==> config.mk <==
export PLATFORM = sky130hd
export DESIGN_NAME = der_tlv_tokenizer
export DESIGN_NICKNAME = d
export VERILOG_FILES = /design/src/rtl/dtt_pkg.sv /design/src/rtl/dtt_front.sv /design/src/rtl/dtt_queue.sv /design/src/rtl/dtt_back.sv /design/src/rtl/der_tlv_tokenizer.sv
export VERILOG_INCLUDE_DIRS = /design/src /design/src/rtl
export SDC_FILE = /design/constraint.sdc
export NUM_CORES = 2
export LEC_CHECK = 0
export BUFFER_PORTS_ARGS = -buffer_cell sky130_fd_sc_hd__buf_2
export CORE_UTILIZATION = 45
export CTS_CLUSTER_SIZE = 28
export DETAILED_ROUTE_END_ITERATION = 8
export MAX_ROUTING_LAYER = met4
export PLACE_DENSITY = 0.68
export SYNTH_ARGS = -nofsm -noshare
export SYNTH_HDL_FRONTEND = slang
export SYNTH_SLANG_ARGS = --single-unit
==> constraint.sdc <==
create_clock -name clk -period 34.9 [get_ports clk]
set_clock_uncertainty 0.2 [all_clocks]
set_input_delay 5.235 -clock clk [delete_from_list [all_inputs] [get_ports clk]]
set_output_delay 5.235 -clock clk [all_outputs]
set_load 0.05 [all_outputs]
==> src/rtl/der_tlv_tokenizer_assert.svh <==
// ---------------------------------------------------------------------------
// DER TLV tokenizer assertion macros
// Shared concurrent assertion forms, clocked on clk, disabled in reset.
// ---------------------------------------------------------------------------
`ifndef DER_TLV_TOKENIZER_ASSERT_SVH
`define DER_TLV_TOKENIZER_ASSERT_SVH

// condition must hold at every edge
`define DTT_ASSERT(lbl, cond, msg) \
	lbl: assert property (@(posedge clk) disable iff (!arst_n) (cond)) else $error(msg);

// consequent must hold in the cycle after the antecedent
`define DTT_ASSERT_NEXT(lbl, ante, cons, msg) \
	lbl: assert property (@(posedge clk) disable iff (!arst_n) (ante) |=> (cons)) \
		else $error(msg);

`endif

==> src/rtl/dtt_pkg.sv <==
// ---------------------------------------------------------------------------
// DER TLV tokenizer package
// Token record, fault codes and sizes shared by the tokenizer modules.
// ---------------------------------------------------------------------------
package dtt_pkg;

	localparam int MaxNest = 32;
	localparam int LvlW    = $clog2(MaxNest + 1);
	localparam int AddrW   = $clog2(MaxNest);
	localparam int QDepth  = 4;
	localparam int QPtrW   = $clog2(QDepth);

	localparam logic [4:0] KIND_CLOSE = 5'd25;

	localparam logic [3:0] FLT_NONE      = 4'd0;
	localparam logic [3:0] FLT_TRUNC_TAG = 4'd1;
	localparam logic [3:0] FLT_TRUNC_HI  = 4'd2;
	localparam logic [3:0] FLT_HI_NONMIN = 4'd3;
	localparam logic [3:0] FLT_HI_BIG    = 4'd4;
	localparam logic [3:0] FLT_TRUNC_LEN = 4'd5;
	localparam logic [3:0] FLT_INDEF     = 4'd6;
	localparam logic [3:0] FLT_LEN_FF    = 4'd7;
	localparam logic [3:0] FLT_LEN_BIG   = 4'd8;
	localparam logic [3:0] FLT_TRUNC_LL  = 4'd9;
	localparam logic [3:0] FLT_LL_ZERO   = 4'd10;
	localparam logic [3:0] FLT_LL_SHORT  = 4'd11;
	localparam logic [3:0] FLT_DEEP      = 4'd12;
	localparam logic [3:0] FLT_OVER_BUF  = 4'd13;
	localparam logic [3:0] FLT_TRAIL     = 4'd14;

	typedef struct packed {
		logic [4:0]  kind;
		logic [1:0]  cls;
		logic        cons;
		logic [27:0] tag;
		logic [31:0] eoff;
		logic [31:0] coff;
		logic [31:0] len;
		logic [3:0]  fault;
		logic        done;
		logic        last;
	} tok_t;

	typedef struct packed {
		logic [31:0] fend;
		logic [1:0]  cls;
		logic [27:0] tag;
	} frame_t;

endpackage

==> src/rtl/dtt_front.sv <==
// ---------------------------------------------------------------------------
// DER TLV tokenizer front end
// Decodes identifier and length octets, keeps the nesting stack and emits
// tokens into the queue; close cascades run one pop per cycle while the queue has room.
// ---------------------------------------------------------------------------
`include "der_tlv_tokenizer_assert.svh"

module dtt_front
	import dtt_pkg::*;
(
	input  logic       clk,
	input  logic       arst_n,
	input  logic       byte_valid,
	input  logic [7:0] data_byte,
	input  logic       final_byte,
	output logic       byte_stall,
	output logic       push,
	output tok_t       push_tok,
	input  logic       full
);

	typedef enum logic {ST_BYTE, ST_CLOSE} st_t;
	typedef enum logic [2:0] {PH_IDENT, PH_TAGHI, PH_LEN0, PH_LENN, PH_CONTENT} ph_t;

	function automatic logic [4:0] open_kind(input logic [1:0] c, input logic [27:0] t);
		logic [4:0] k;
		k = 5'd2;
		if (c == 2'd0) begin
			if (t == 28'h10) k = 5'd0;
			else if (t == 28'h11) k = 5'd1;
		end else if (c == 2'd2) begin
			k = (t <= 28'd3) ? 5'd3 + 5'(t) : 5'd7;
		end
		return k;
	endfunction

	function automatic logic [4:0] prim_kind(input logic [1:0] c, input logic [27:0] t);
		logic [4:0] k;
		k = 5'd23;
		if (c == 2'd2) k = 5'd24;
		else if (c == 2'd0) begin
			case (t)
				28'h01: k = 5'd8;
				28'h02: k = 5'd9;
				28'h03: k = 5'd10;
				28'h04: k = 5'd11;
				28'h05: k = 5'd12;
				28'h06: k = 5'd13;
				28'h0A: k = 5'd14;
				28'h0C: k = 5'd15;
				28'h13: k = 5'd16;
				28'h14: k = 5'd17;
				28'h16: k = 5'd18;
				28'h17: k = 5'd19;
				28'h18: k = 5'd20;
				28'h1C: k = 5'd21;
				28'h1E: k = 5'd22;
				default: k = 5'd23;
			endcase
		end
		return k;
	endfunction

	st_t         st_q, st_d;
	ph_t         ph_q, ph_d, ph_n;
	logic [31:0] pos_q, pos_d;
	logic [27:0] tag_q, tag_d;
	logic [2:0]  tcnt_q, tcnt_d;
	logic [31:0] lacc_q, lacc_d, lacc_n;
	logic        lovf_q, lovf_d, lovf_n;
	logic [3:0]  left_q, left_d, ltot_q, ltot_d;
	logic        lz_q, lz_d, lz_n;
	logic [31:0] eoff_q, eoff_d;
	logic [1:0]  cls_q, cls_d;
	logic        cons_q, cons_d;
	logic [31:0] pend_q;
	tok_t        pnd_q, pnd_d;
	logic        pnd_v_q, pnd_v_d;
	frame_t      top_q, top_d;
	logic [LvlW-1:0] lvl_q, lvl_d, lvl_n;
	logic        fdone_q, fdone_d;
	logic [31:0] pend_d;
	logic [32:0] cl_p1_q, cl_p1_d;
	logic        cl_fin_q, cl_fin_d;

	frame_t      mem [MaxNest];
	frame_t      rd_q;
	logic        mem_we;
	logic [AddrW-1:0] wa, ra;
	logic [LvlW-1:0]  ra_full;

	logic        acc, close_hit, hdr_end, complete, tok_v;
	logic [3:0]  fault;
	logic [32:0] p1, parent, room;
	logic [31:0] len;
	tok_t        tok;

	assign byte_stall = (st_q != ST_BYTE) || full;
	assign acc        = byte_valid && !byte_stall;
	assign p1         = {1'b0, pos_q} + 33'd1;
	assign close_hit  = (lvl_q != '0) && ({1'b0, top_q.fend} == cl_p1_q);

	always_comb begin
		st_d = st_q; ph_d = ph_q; pos_d = pos_q; tag_d = tag_q; tcnt_d = tcnt_q;
		lacc_d = lacc_q; lovf_d = lovf_q; left_d = left_q; ltot_d = ltot_q; lz_d = lz_q;
		eoff_d = eoff_q; cls_d = cls_q; cons_d = cons_q; pend_d = pend_q;
		pnd_d = pnd_q; pnd_v_d = pnd_v_q; top_d = top_q; lvl_d = lvl_q;
		fdone_d = fdone_q; cl_p1_d = cl_p1_q; cl_fin_d = cl_fin_q;
		push = 1'b0; push_tok = '0; mem_we = 1'b0; wa = AddrW'(lvl_q - LvlW'(1));
		ph_n = ph_q; lvl_n = lvl_q; lacc_n = lacc_q; lovf_n = lovf_q; lz_n = lz_q;
		hdr_end = 1'b0; complete = 1'b0; tok_v = 1'b0; tok = '0; fault = FLT_NONE;
		len = '0; parent = '0; room = '0;

		if (st_q == ST_CLOSE) begin
			if (!full) begin
				if (close_hit) begin
					push     = pnd_v_q;
					push_tok = pnd_q;
					pnd_d    = '0;
					pnd_d.kind = KIND_CLOSE;
					pnd_d.cls  = top_q.cls;
					pnd_d.cons = 1'b1;
					pnd_d.tag  = top_q.tag;
					pnd_v_d  = 1'b1;
					lvl_d    = lvl_q - LvlW'(1);
					top_d    = rd_q;
				end else begin
					push_tok      = pnd_v_q ? pnd_q : '0;
					push_tok.last = 1'b1;
					pnd_v_d       = 1'b0;
					st_d          = ST_BYTE;
					if (lvl_q == '0) begin
						// top element finished
						push_tok.fault = cl_fin_q ? FLT_NONE : FLT_TRAIL;
						push_tok.done  = 1'b1;
						push           = pnd_v_q || !cl_fin_q;
						fdone_d        = 1'b1;
					end else begin
						// parent still open: only a buffer end faults here
						push_tok.fault = cl_fin_q ? FLT_OVER_BUF : FLT_NONE;
						push_tok.done  = cl_fin_q;
						push           = pnd_v_q || cl_fin_q;
					end
					if (cl_fin_q) begin
						pos_d = '0; ph_d = PH_IDENT; lvl_d = '0; fdone_d = 1'b0;
					end
				end
			end
		end else if (acc) begin
			pos_d = p1[31:0];
			if (fdone_q) begin
				if (final_byte) begin
					pos_d = '0; ph_d = PH_IDENT; lvl_d = '0; fdone_d = 1'b0;
				end
			end else begin
				unique case (ph_q)
					PH_IDENT: begin
						if (lvl_q >= LvlW'(MaxNest)) fault = FLT_DEEP;
						else begin
							eoff_d = pos_q;
							cls_d  = data_byte[7:6];
							cons_d = data_byte[5];
							tcnt_d = '0;
							if (data_byte[4:0] == 5'h1f) begin
								tag_d = '0; ph_n = PH_TAGHI;
							end else begin
								tag_d = {23'd0, data_byte[4:0]}; ph_n = PH_LEN0;
							end
						end
					end
					PH_TAGHI: begin
						if (tcnt_q == 3'd0 && data_byte == 8'h80) fault = FLT_HI_NONMIN;
						else if (tcnt_q >= 3'd4) fault = FLT_HI_BIG;
						else begin
							tcnt_d = tcnt_q + 3'd1;
							tag_d  = {tag_q[20:0], data_byte[6:0]};
							if (!data_byte[7]) ph_n = PH_LEN0;
						end
					end
					PH_LEN0: begin
						if (data_byte < 8'h80) begin
							len = {24'd0, data_byte}; lovf_n = 1'b0; hdr_end = 1'b1;
						end else if (data_byte == 8'h80) fault = FLT_INDEF;
						else if (data_byte == 8'hff) fault = FLT_LEN_FF;
						else if (data_byte[6:0] > 7'd8) fault = FLT_LEN_BIG;
						else begin
							ltot_d = data_byte[3:0];
							left_d = data_byte[3:0];
							lacc_d = '0;
							lovf_d = 1'b0;
							ph_n   = PH_LENN;
						end
					end
					PH_LENN: begin
						lovf_n = lovf_q || (lacc_q[31:24] != 8'd0);
						lacc_n = {lacc_q[23:0], data_byte};
						lz_n   = (left_q == ltot_q) ? (data_byte == 8'd0) : lz_q;
						lacc_d = lacc_n; lovf_d = lovf_n; lz_d = lz_n;
						left_d = left_q - 4'd1;
						if (left_q == 4'd1) begin
							if (lz_n) fault = FLT_LL_ZERO;
							else if (!lovf_n && lacc_n < 32'h80) fault = FLT_LL_SHORT;
							else begin
								len = lacc_n; hdr_end = 1'b1;
							end
						end
					end
					PH_CONTENT: begin
						if (p1 == {1'b0, pend_q}) complete = 1'b1;
					end
					default: ph_n = PH_IDENT;
				endcase

				if (hdr_end) begin
					parent = (lvl_q != '0) ? {1'b0, top_q.fend} : 33'h0_ffff_ffff;
					room   = parent - p1;
					if (p1 > parent || lovf_n || {1'b0, len} > room) fault = FLT_OVER_BUF;
					else begin
						tok_v     = 1'b1;
						tok.cls   = cls_q;
						tok.cons  = cons_q;
						tok.tag   = tag_q;
						tok.eoff  = eoff_q;
						tok.coff  = p1[31:0];
						tok.len   = len;
						if (cons_q) begin
							tok.kind  = open_kind(cls_q, tag_q);
							mem_we    = (lvl_q != '0);
							top_d     = {p1[31:0] + len, cls_q, tag_q};
							lvl_n     = lvl_q + LvlW'(1);
							ph_n      = PH_IDENT;
							complete  = (len == '0);
						end else begin
							tok.kind  = prim_kind(cls_q, tag_q);
							if (len == '0) complete = 1'b1;
							else begin
								pend_d = p1[31:0] + len;
								ph_n   = PH_CONTENT;
							end
						end
					end
				end

				lvl_d = lvl_n;
				ph_d  = ph_n;
				if (complete) begin
					st_d     = ST_CLOSE;
					ph_d     = PH_IDENT;
					pnd_d    = tok;
					pnd_v_d  = tok_v;
					cl_p1_d  = p1;
					cl_fin_d = final_byte;
				end else begin
					if (fault == FLT_NONE && final_byte) begin
						if (lvl_n != '0 || ph_n == PH_CONTENT) fault = FLT_OVER_BUF;
						else if (ph_n == PH_TAGHI) fault = FLT_TRUNC_HI;
						else if (ph_n == PH_LEN0) fault = FLT_TRUNC_LEN;
						else if (ph_n == PH_LENN) fault = FLT_TRUNC_LL;
						else fault = FLT_TRUNC_TAG;
					end
					push_tok       = tok;
					push_tok.fault = fault;
					push_tok.done  = (fault != FLT_NONE);
					push_tok.last  = 1'b1;
					push           = tok_v || (fault != FLT_NONE);
					if (fault != FLT_NONE) fdone_d = 1'b1;
					if (final_byte) begin
						pos_d = '0; ph_d = PH_IDENT; lvl_d = '0; fdone_d = 1'b0;
					end
				end
			end
		end
	end

	// entry just below the top, kept registered for the next pop
	assign ra_full = lvl_d - LvlW'(2);
	assign ra      = ra_full[AddrW-1:0];

	always_ff @(posedge clk) begin
		if (mem_we) mem[wa] <= top_q;
		rd_q <= (mem_we && wa == ra) ? top_q : mem[ra];
	end

	always_ff @(posedge clk or negedge arst_n) begin
		if (!arst_n) begin
			st_q    <= ST_BYTE;
			ph_q    <= PH_IDENT;
			pos_q   <= '0;
			lvl_q   <= '0;
			fdone_q <= 1'b0;
			pnd_v_q <= 1'b0;
			tcnt_q  <= '0;
			left_q  <= '0;
		end else begin
			st_q    <= st_d;
			ph_q    <= ph_d;
			pos_q   <= pos_d;
			lvl_q   <= lvl_d;
			fdone_q <= fdone_d;
			pnd_v_q <= pnd_v_d;
			tcnt_q  <= tcnt_d;
			left_q  <= left_d;
		end
	end

	always_ff @(posedge clk) begin
		tag_q    <= tag_d;
		lacc_q   <= lacc_d;
		lovf_q   <= lovf_d;
		ltot_q   <= ltot_d;
		lz_q     <= lz_d;
		eoff_q   <= eoff_d;
		cls_q    <= cls_d;
		cons_q   <= cons_d;
		pend_q   <= pend_d;
		pnd_q    <= pnd_d;
		top_q    <= top_d;
		cl_p1_q  <= cl_p1_d;
		cl_fin_q <= cl_fin_d;
	end

	`DTT_ASSERT(a_lvl_range, lvl_q <= LvlW'(MaxNest), "nesting level beyond stack depth")
	`DTT_ASSERT(a_no_push_full, !(push && full), "token pushed into a full queue")
	`DTT_ASSERT_NEXT(a_fin_clears, acc && final_byte && !complete, pos_q == '0 && lvl_q == '0, "no restart")
	`DTT_ASSERT(a_pend_last, !(pnd_v_q && pnd_q.last), "held token already marked last")

endmodule

==> src/rtl/dtt_queue.sv <==
// ---------------------------------------------------------------------------
// DER TLV tokenizer token queue
// Short register FIFO between the decoder and the output stage.
// ---------------------------------------------------------------------------
module dtt_queue
	import dtt_pkg::*;
(
	input  logic clk,
	input  logic arst_n,
	input  logic push,
	input  tok_t push_tok,
	output logic full,
	input  logic pop,
	output logic empty,
	output tok_t head
);

	tok_t             ent_q [QDepth];
	logic [QPtrW-1:0] wp_q, rp_q;
	logic [QPtrW:0]   cnt_q;

	assign full  = (cnt_q == (QPtrW+1)'(QDepth));
	assign empty = (cnt_q == '0);
	assign head  = ent_q[rp_q];

	always_ff @(posedge clk) begin
		if (push) ent_q[wp_q] <= push_tok;
	end

	always_ff @(posedge clk or negedge arst_n) begin
		if (!arst_n) begin
			wp_q  <= '0;
			rp_q  <= '0;
			cnt_q <= '0;
		end else begin
			if (push) wp_q <= wp_q + QPtrW'(1);
			if (pop) rp_q <= rp_q + QPtrW'(1);
			case ({push, pop})
				2'b10:   cnt_q <= cnt_q + (QPtrW+1)'(1);
				2'b01:   cnt_q <= cnt_q - (QPtrW+1)'(1);
				default: cnt_q <= cnt_q;
			endcase
		end
	end

endmodule

==> src/rtl/dtt_back.sv <==
// ---------------------------------------------------------------------------
// DER TLV tokenizer output stage
// Output register fed from the queue head, held while the sink stalls.
// ---------------------------------------------------------------------------
module dtt_back
	import dtt_pkg::*;
(
	input  logic clk,
	input  logic arst_n,
	input  logic empty,
	input  tok_t head,
	output logic pop,
	output logic token_valid,
	input  logic token_stall,
	output tok_t out_tok
);

	logic vld_q;
	tok_t tok_q;

	assign pop         = !empty && (!vld_q || !token_stall);
	assign token_valid = vld_q;
	assign out_tok     = tok_q;

	always_ff @(posedge clk or negedge arst_n) begin
		if (!arst_n) begin
			vld_q <= 1'b0;
		end else if (!vld_q || !token_stall) begin
			vld_q <= !empty;
		end
	end

	always_ff @(posedge clk) begin
		if (pop) tok_q <= head;
	end

endmodule

==> src/rtl/der_tlv_tokenizer.sv <==
// ---------------------------------------------------------------------------
// DER TLV tokenizer
// Streams DER bytes in and emits open, primitive and close tokens.
// ---------------------------------------------------------------------------
//  channel  | valid        | stall        | payload
//  byte     | byte_valid   | byte_stall   | data_byte, final_byte
//  token    | token_valid  | token_stall  | token_kind .. run_last
//
//  One byte per cycle while the queue has room.
//  A byte that ends an element holds the byte channel until the close state ends;
//  the stack is popped one level per close token, one level a cycle while the queue has room.
//  arst_n clears all control state; the stack needs no clearing.
//  A stalled token channel fills the four-entry queue, then stalls bytes.
module der_tlv_tokenizer
	import dtt_pkg::*;
(
	input  logic        clk,
	input  logic        arst_n,
	input  logic        byte_valid,
	output logic        byte_stall,
	input  logic [7:0]  data_byte,
	input  logic        final_byte,
	output logic        token_valid,
	input  logic        token_stall,
	output logic [4:0]  token_kind,
	output logic [1:0]  id_class,
	output logic        is_constructed,
	output logic [27:0] tag_value,
	output logic [31:0] element_offset,
	output logic [31:0] content_offset,
	output logic [31:0] content_length,
	output logic [3:0]  fault_code,
	output logic        document_done,
	output logic        run_last
);

	logic push, full, pop, empty;
	tok_t push_tok, head, out_tok;

	dtt_front u_front (
		.clk, .arst_n, .byte_valid, .data_byte, .final_byte, .byte_stall,
		.push, .push_tok, .full
	);

	dtt_queue u_queue (
		.clk, .arst_n, .push, .push_tok, .full, .pop, .empty, .head
	);

	dtt_back u_back (
		.clk, .arst_n, .empty, .head, .pop, .token_valid, .token_stall, .out_tok
	);

	assign token_kind     = out_tok.kind;
	assign id_class       = out_tok.cls;
	assign is_constructed = out_tok.cons;
	assign tag_value      = out_tok.tag;
	assign element_offset = out_tok.eoff;
	assign content_offset = out_tok.coff;
	assign content_length = out_tok.len;
	assign fault_code     = out_tok.fault;
	assign document_done  = out_tok.done;
	assign run_last       = out_tok.last;

endmodule
# --- After elaboration in Yosys (flattened, before gate mapping) ---
# Memories as Yosys holds them, arrays and structs flattened. A register that Yosys moved wholly into a read port is not among the register bits.
# Index checks and enable logic that the tools add are counted.
word_totals:
  regBits: 426
  mem_count: 3
  inputBits: 13
  wordCells: 372
  ram_bits: 2536
  mem_bits_ro: 160
  output_inout_bits: 140
memory_table:
  columns: ["name", "depth", "width", "rd", "rd_ports_with_merged_regs", "wr", "line_no", "rtl"]
  rows:
  - ["u_front.mem", 32, 62, 1, 1, 1, "dtt_front.sv:86", "frame_t mem [MaxNest];"]
  - ["u_queue.ent_q", 4, 138, 1, 1, 1, "dtt_queue.sv:18", "tok_t ent_q [QDepth];"]
  - ["(no name shown)", 32, 5, 1, 1, 0, "dtt_front.sv:42", "case (t)"]
op_classes:
  n_eq_ne: 36
  magnitude_cmp: 8
  n_mux: 211
  n_addsub: 13
  n_bitwise: 10
  reduce_logical: 55
ops:
  columns: ["op", "count"]
  rows:
  - ["$mux 138", 13]
  - ["$mux 32", 19]
  - ["$mux 62", 8]
  - ["$mux 132", 2]
  - ["$pmux 32 s2", 2]
  - ["$mux 4", 29]
  - ["$mux 6", 15]
  - ["$mux 28", 3]
  - ["$mux 3", 28]
  - ["$mux 1", 69]
  - ["$eq 28x5->1 const B", 2]
  - ["$pmux 28 s2", 1]
  - ["$mux 5", 11]
  - ["$add 32x1->33 const B", 1]
  - ["$eq 32x33->1", 1]
  - ["$eq 33x32->1", 1]
  - ["$gt 32x33->1", 1]
  - ["$gt 33x33->1", 1]
  - ["$sub 33x33->33", 1]
  - ["$add 32x32->32", 1]
  - ["$logic_not 32->1", 1]
  - ["$lt 32x8->1 const B", 1]
  - ["$le 28x2->1 const B", 1]
  - ["$logic_not 23->1", 1]
  - ["other kinds (50)", 120]

# --- Longest topological paths before layout ---
logic_depth:
  word_depth: 37
  depth_mapped: 41
  depth_no_buf: 39

# --- Hierarchy ---
# Synthesis repeated with hierarchy kept, for this count alone.
hier_totals:
  hier_cells: 6251
  hier_area_um2: 124521.9
modules_own_cells:
  columns: ["mod", "n_inst", "area_per_inst_um2", "cells_per_inst", "seq_area_each_um2"]
  rows:
  - ["dtt_front", 1, 100034.7, 5352, 71894.0]
  - ["dtt_queue", 1, 20303.2, 758, 16751.1]
  - ["dtt_back", 1, 4184.0, 141, 4169.0]

# --- Least setup slack after synthesis ---
# No wires, ideal clock.
synth_path:
  path_type: "input to register"
  startpoint: "in data_byte[0]"
  endpoint: "reg u_front.pnd_q[100] (netlist name), enable pin"
  n_path_buf: 0
  path_stages: 18
  setup_ns: 0.666
  t_required_ns: 34.034
  t_arrival_ns: 16.895
  setup_slack_ns: 17.139
  path_cell_list: "or4_1 or4_1 o21a_1 nand2_1 nor2_1 nor2_1 nor2_1 ha_1 and4_1 and2_1 o31ai_1 or4_1 and3_1 a211o_1 o41ai_4 and2_1 nor2_1 a21oi_1"
synth_via:
  elab_chain_len: 19
  word_cells_on_any_way: 39
  cone_classes: "order compare: 3; mux: 29; reduce/logical: 7"
synth_lines:
  columns: ["element", "line_no", "rtl"]
  rows:
  - ["start: declaration", "der_tlv_tokenizer.sv:21", "input logic [7:0] data_byte,"]
  - ["branches (longest 13 deep; another with $gt 32x33->1)", null, null]
  - ["$mux 1 (*)", "dtt_front.sv:214", "if (hdr_end) begin"]
  - ["$mux 1 (*)", "dtt_front.sv:151", "if (fdone_q) begin"]
  - ["$mux 1 (*)", "dtt_front.sv:149", "end else if (acc) begin"]
  - ["$mux 1 (*)", "dtt_front.sv:114", "if (st_q == ST_CLOSE) begin"]
  - ["$reduce_bool 2->1 (no source line) (*)", null, null]
  - ["$reduce_and 5->1 (no source line) (*)", null, null]
  - ["end signal: assignment", "dtt_front.sv:316", "pnd_q <= pnd_d;"]
  - ["end: declaration", "dtt_front.sv:77", "tok_t pnd_q, pnd_d;"]
# Mark *: on every way between the ends. The select of a mux whose other input is x is not followed.
# A chain may end at the register's enable or synchronous reset.

# --- Worst setup path after layout ---
layout_path:
  startpoint: "in data_byte[0]"
  endpoint: "mem u_front.mem[20][12] (netlist name), enable pin"
layout_via:
  elab_chain_len: 18
  word_cells_on_any_way: 36
  cone_classes: "order compare: 3; mux: 29; reduce/logical: 4"
layout_lines:
  columns: ["element", "line_no", "rtl"]
  rows:
  - ["$lt 32x8->1", "dtt_front.sv:202", "else if (!lovf_n && lacc_n < 32'h80) fault = FLT_LL_SHORT;"]
  - ["$logic_and 1x1->1", "dtt_front.sv:202", null]
  - ["$mux 32", "dtt_front.sv:202", null]
  - ["$mux 32", "dtt_front.sv:201", "if (lz_n) fault = FLT_LL_ZERO;"]
  - ["$mux 32", "dtt_front.sv:200", "if (left_q == 4'd1) begin"]
  - ["$pmux 32 s2", "dtt_front.sv:156", "unique case (ph_q)"]
  - ["$mux 32", "dtt_front.sv:151", null]
  - ["$mux 32", "dtt_front.sv:149", null]
  - ["[2 not listed]", null, null]
  - ["$logic_or 1x1->1", "dtt_front.sv:217", "if (p1 > parent || lovf_n || {1'b0, len} > room) fault = FLT_OVER_BUF;"]
  - ["$mux 1", "dtt_front.sv:217", null]
  - ["$mux 1 (*)", "dtt_front.sv:214", null]
  - ["$mux 1 (*)", "dtt_front.sv:151", null]
  - ["$mux 1 (*)", "dtt_front.sv:149", null]
  - ["$mux 1 (*)", "dtt_front.sv:114", null]
  - ["$mux 1 (*)", "dtt_front.sv:280", "if (mem_we) mem[wa] <= top_q;"]
  - ["$mux 1 (not written as such) (*)", "dtt_front.sv:280", null]
  - ["end: declaration", "dtt_front.sv:86", null]
# Mark *: on every way between the ends. The rest lies on a longest branch, timed or not. The select of a mux whose other input is x is not followed.

==> reports/qor.yml <==
finalMaxSlewViolations: 0
core_area_um2: 274000
tritoncts: "done"
synth_area_leaders: "edfxtp_1 (74%), mux4_2 (14%), ha_1 (1.2%)"
hold_viol_final: 0
row_count: 192
fmax_mhz: 74.6
wire_per_inst_um: 30.3
yosys.area.top_type: "edfxtp_1"
antenna_found_initial: 22
maxSlewHeadroom_pct: 10.7
synth_ff_type: "edfxtp_1"
finalSetupViolCount: 0
ir_worst_vdd_mv: 0.0549
drive_gt1_share_pct: 24.1
cp_data_arrival_time_ps: 13660
r2r_start: "u_front.pos_q[0]$_DFFE_PN0P_"
clk_pin_slew_ps: 60
fin_ws_ps: 21490
r2r_cells: 28
regToRegSetupSlack_ps: 23050
crit_end: "u_front.mem[20][12]$_DFFE_PP_"
placement.io_buffers: 152
p_per_area_nw_per_um2: 76.8
worstSkewPairLatency_ps: 890
syn-mean-instance-area_um2: 20.1
ys_ff_latch: 3104
final_cell_mix: "edfxtp_1 (3035), mux4_2 (758), clkbuf_16 (321), nand2_1 (229), nor2_1 (193)"
rsz0062_at_grt: "no"
netlist_area_um2: 124000
dr_total_vias: 62800
start_util_pct: 45.3
synth_edf_count: 3035
yosys_warnings: 0
cts_max_level: 5
dp_cells: 9786
tightest_slew_ps: 1330
globalRouteTotalUtil_pct: 23.1
required_ps: 35150
nets: 6652
gp_congestion: 0.961
cts_buffers: 315
dp_hpwl_um: 198000
cts-resized-gates: 0
post-cts-setup-buffer-count: 0
drc: 0
grt_max_degree: 121
synth_top_area_share_pct: 73.5
start_kind: "input port"
setup-tns-final_ps: 0
startpoint: "data_byte[0]"
gr-total-overflow: 0
fin_util_pct: 51.0
ctsHoldBuffers: 0
hold_class: "flop to flop"
synthCells: 6172
maxCapViolCount: 0
layout.cells.non_filler: 10400
die_area_um2: 278000
post-place-ws_ps: 20780
die_y_um: 527
drtIter0Drc: 7737
io_pins: 153
routed_wl_um: 314000
crit_fanout: 51
cts.sinks: 3104
die_x_um: 527
grt_first_pass_wirelength_um: 451000
ant_nets: 0
reg2reg_to: "u_front.mem[20][12]$_DFFE_PP_"
min_period_ps: 13410
grt_pass1_vias: 61500
dr.pass1.iters: 6
clockBufferDepth: 4
async_flop_share_pct: 1.90
syn_nets: 6310
viasPerCell: 6.06
period_share_pct: 38.4
seq_area_frac_synth_pct: 74.9
end_kind: "flop"
cts_root_buf: "clkbuf_16"
area_growth_pct: 12.8
synth.distinct_cells: 82
power.leakage_nw: 45.8
final_common_cell: "edfxtp_1"
worstSetupPathType: "input port to flop"
status: "complete, no violations"
[how the worst min path moves through the flow]
stage,startpoint,end,slack [ps],depth (start not counted)
floorplan,u_front.pos_q[13]$_DFFE_PN0P_,u_front.eoff_q[13]$_DFFE_PP_,220,0
global route,u_queue.cnt_q[2]$_DFFE_PN0P_,u_queue.cnt_q[2]$_DFFE_PN0P_,320,1
global placement,u_queue.cnt_q[2]$_DFFE_PN0P_,u_queue.cnt_q[2]$_DFFE_PN0P_,280,1
detailed placement,u_queue.cnt_q[2]$_DFFE_PN0P_,u_queue.cnt_q[2]$_DFFE_PN0P_,290,1
finish,u_queue.cnt_q[2]$_DFFE_PN0P_,u_queue.cnt_q[2]$_DFFE_PN0P_,300,1
CTS,u_queue.cnt_q[2]$_DFFE_PN0P_,u_queue.cnt_q[2]$_DFFE_PN0P_,300,1
[per-layer routing]
metal  vias up  wire, um  share of wire, %  GRT usage, %
met3       528     25300               8.1          2.98
met2      2994    146000                46          34.6
met4         0     11000               3.5          7.47
met1     33200    132000                42          33.2
met5         -         0                 0             -
li1      26100         -                 -             -
[flip-flops by register name, indices dropped and copies added (netlist names), 6 cells and up, named ones only]
name and count:
u_front.lvl_q 6, u_front.cl_p1_q 33, u_back.out_tok 138, u_front.pnd_q 132
u_front.pend_q 32, u_front.mem 1984, u_front.eoff_q 32, u_front.lacc_q 32
u_front.pos_q 32, u_queue.ent_q 552, u_front.tag_q 28, u_front.top_q 62
[worst max-delay path: stages]
cell      delay [ps]
buf_2            160
or4_1            560
or4_1            510
o21a_1           240
nand2_1          120
nor2_1           200
nor2_1           770
nor2_1           220
ha_1             350
and4_1           230
and2_1           150
o31ai_1          110
or4_1            560
and3_1           260
a2111o_1         500
nor2_1           670
nand3_1          900
nor3_2          1060
buf_4            780
[cells in the mapped netlist, drive strengths merged (16+ instances only)]
| master | number |
|---|---|
| a21o | 40 |
| a21oi | 137 |
| a22o | 113 |
| a31oi | 25 |
| and2 | 109 |
| and3 | 69 |
| buf | 84 |
| clkbuf | 219 |
| dfrtp | 59 |
| edfxtp | 3035 |
| ha | 122 |
| inv | 104 |
| mux2i | 74 |
| mux4 | 758 |
| nand2 | 230 |
| nand2b | 28 |
| nand3 | 58 |
| nand4 | 44 |
| nor2 | 223 |
| nor3 | 53 |
| nor4 | 26 |
| o21a | 17 |
| o21ai | 148 |
| or2 | 35 |
| or4 | 16 |
| xnor2 | 103 |
| xor2 | 51 |
[final cells by class]
cell class | count | area (um^2)
Timing Repair Buffer | 328 | 2160
Fill cell | 21400 | 134000
Antenna cell | 10 | 25.0
Clock buffer | 396 | 8390
Inverter | 105 | 397
Sequential cell | 3104 | 92800
Clock inverter | 163 | 1570
Multi-Input combinational cell | 2660 | 29900
Tap cell | 3589 | 4490
[through the flow]
| step | cell area, um^2 | hold slack (ps) | total power, W |
|---|---|---|---|
| 2_1_floorplan | 124000 | 223 | 0.00654 |
| 3_3_place_gp | 130000 | 277 | 0.00755 |
| 3_5_place_dp | 130000 | 286 | 0.00755 |
| 4_1_cts | 140000 | 298 | 0.0108 |
| 5_1_grt | 140000 | 316 | 0.0111 |
| 6_report | 140000 | 297 | 0.0107 |
[logic make-up after synthesis]
group / after synthesis / share of synthesized area [%]
and+or+nand+nor: 951 / 3.86
buffers and inverters: 408 / 1.26
muxes: 836 / 14.4
adders and majority gates: 129 / 1.31
xor gates and xnor gates: 155 / 1.11
AOI/OAI and AO/OA: 589 / 3.17
DFF: 3104 / 74.9
[where the power goes]
group	switching (W)	total (W)	internal, W
clock network	0.00139	0.00328	0.00189
registers	0.000190	0.00457	0.00438
logic	0.00176	0.00288	0.00113
Power figures use the tool's default switching activity.
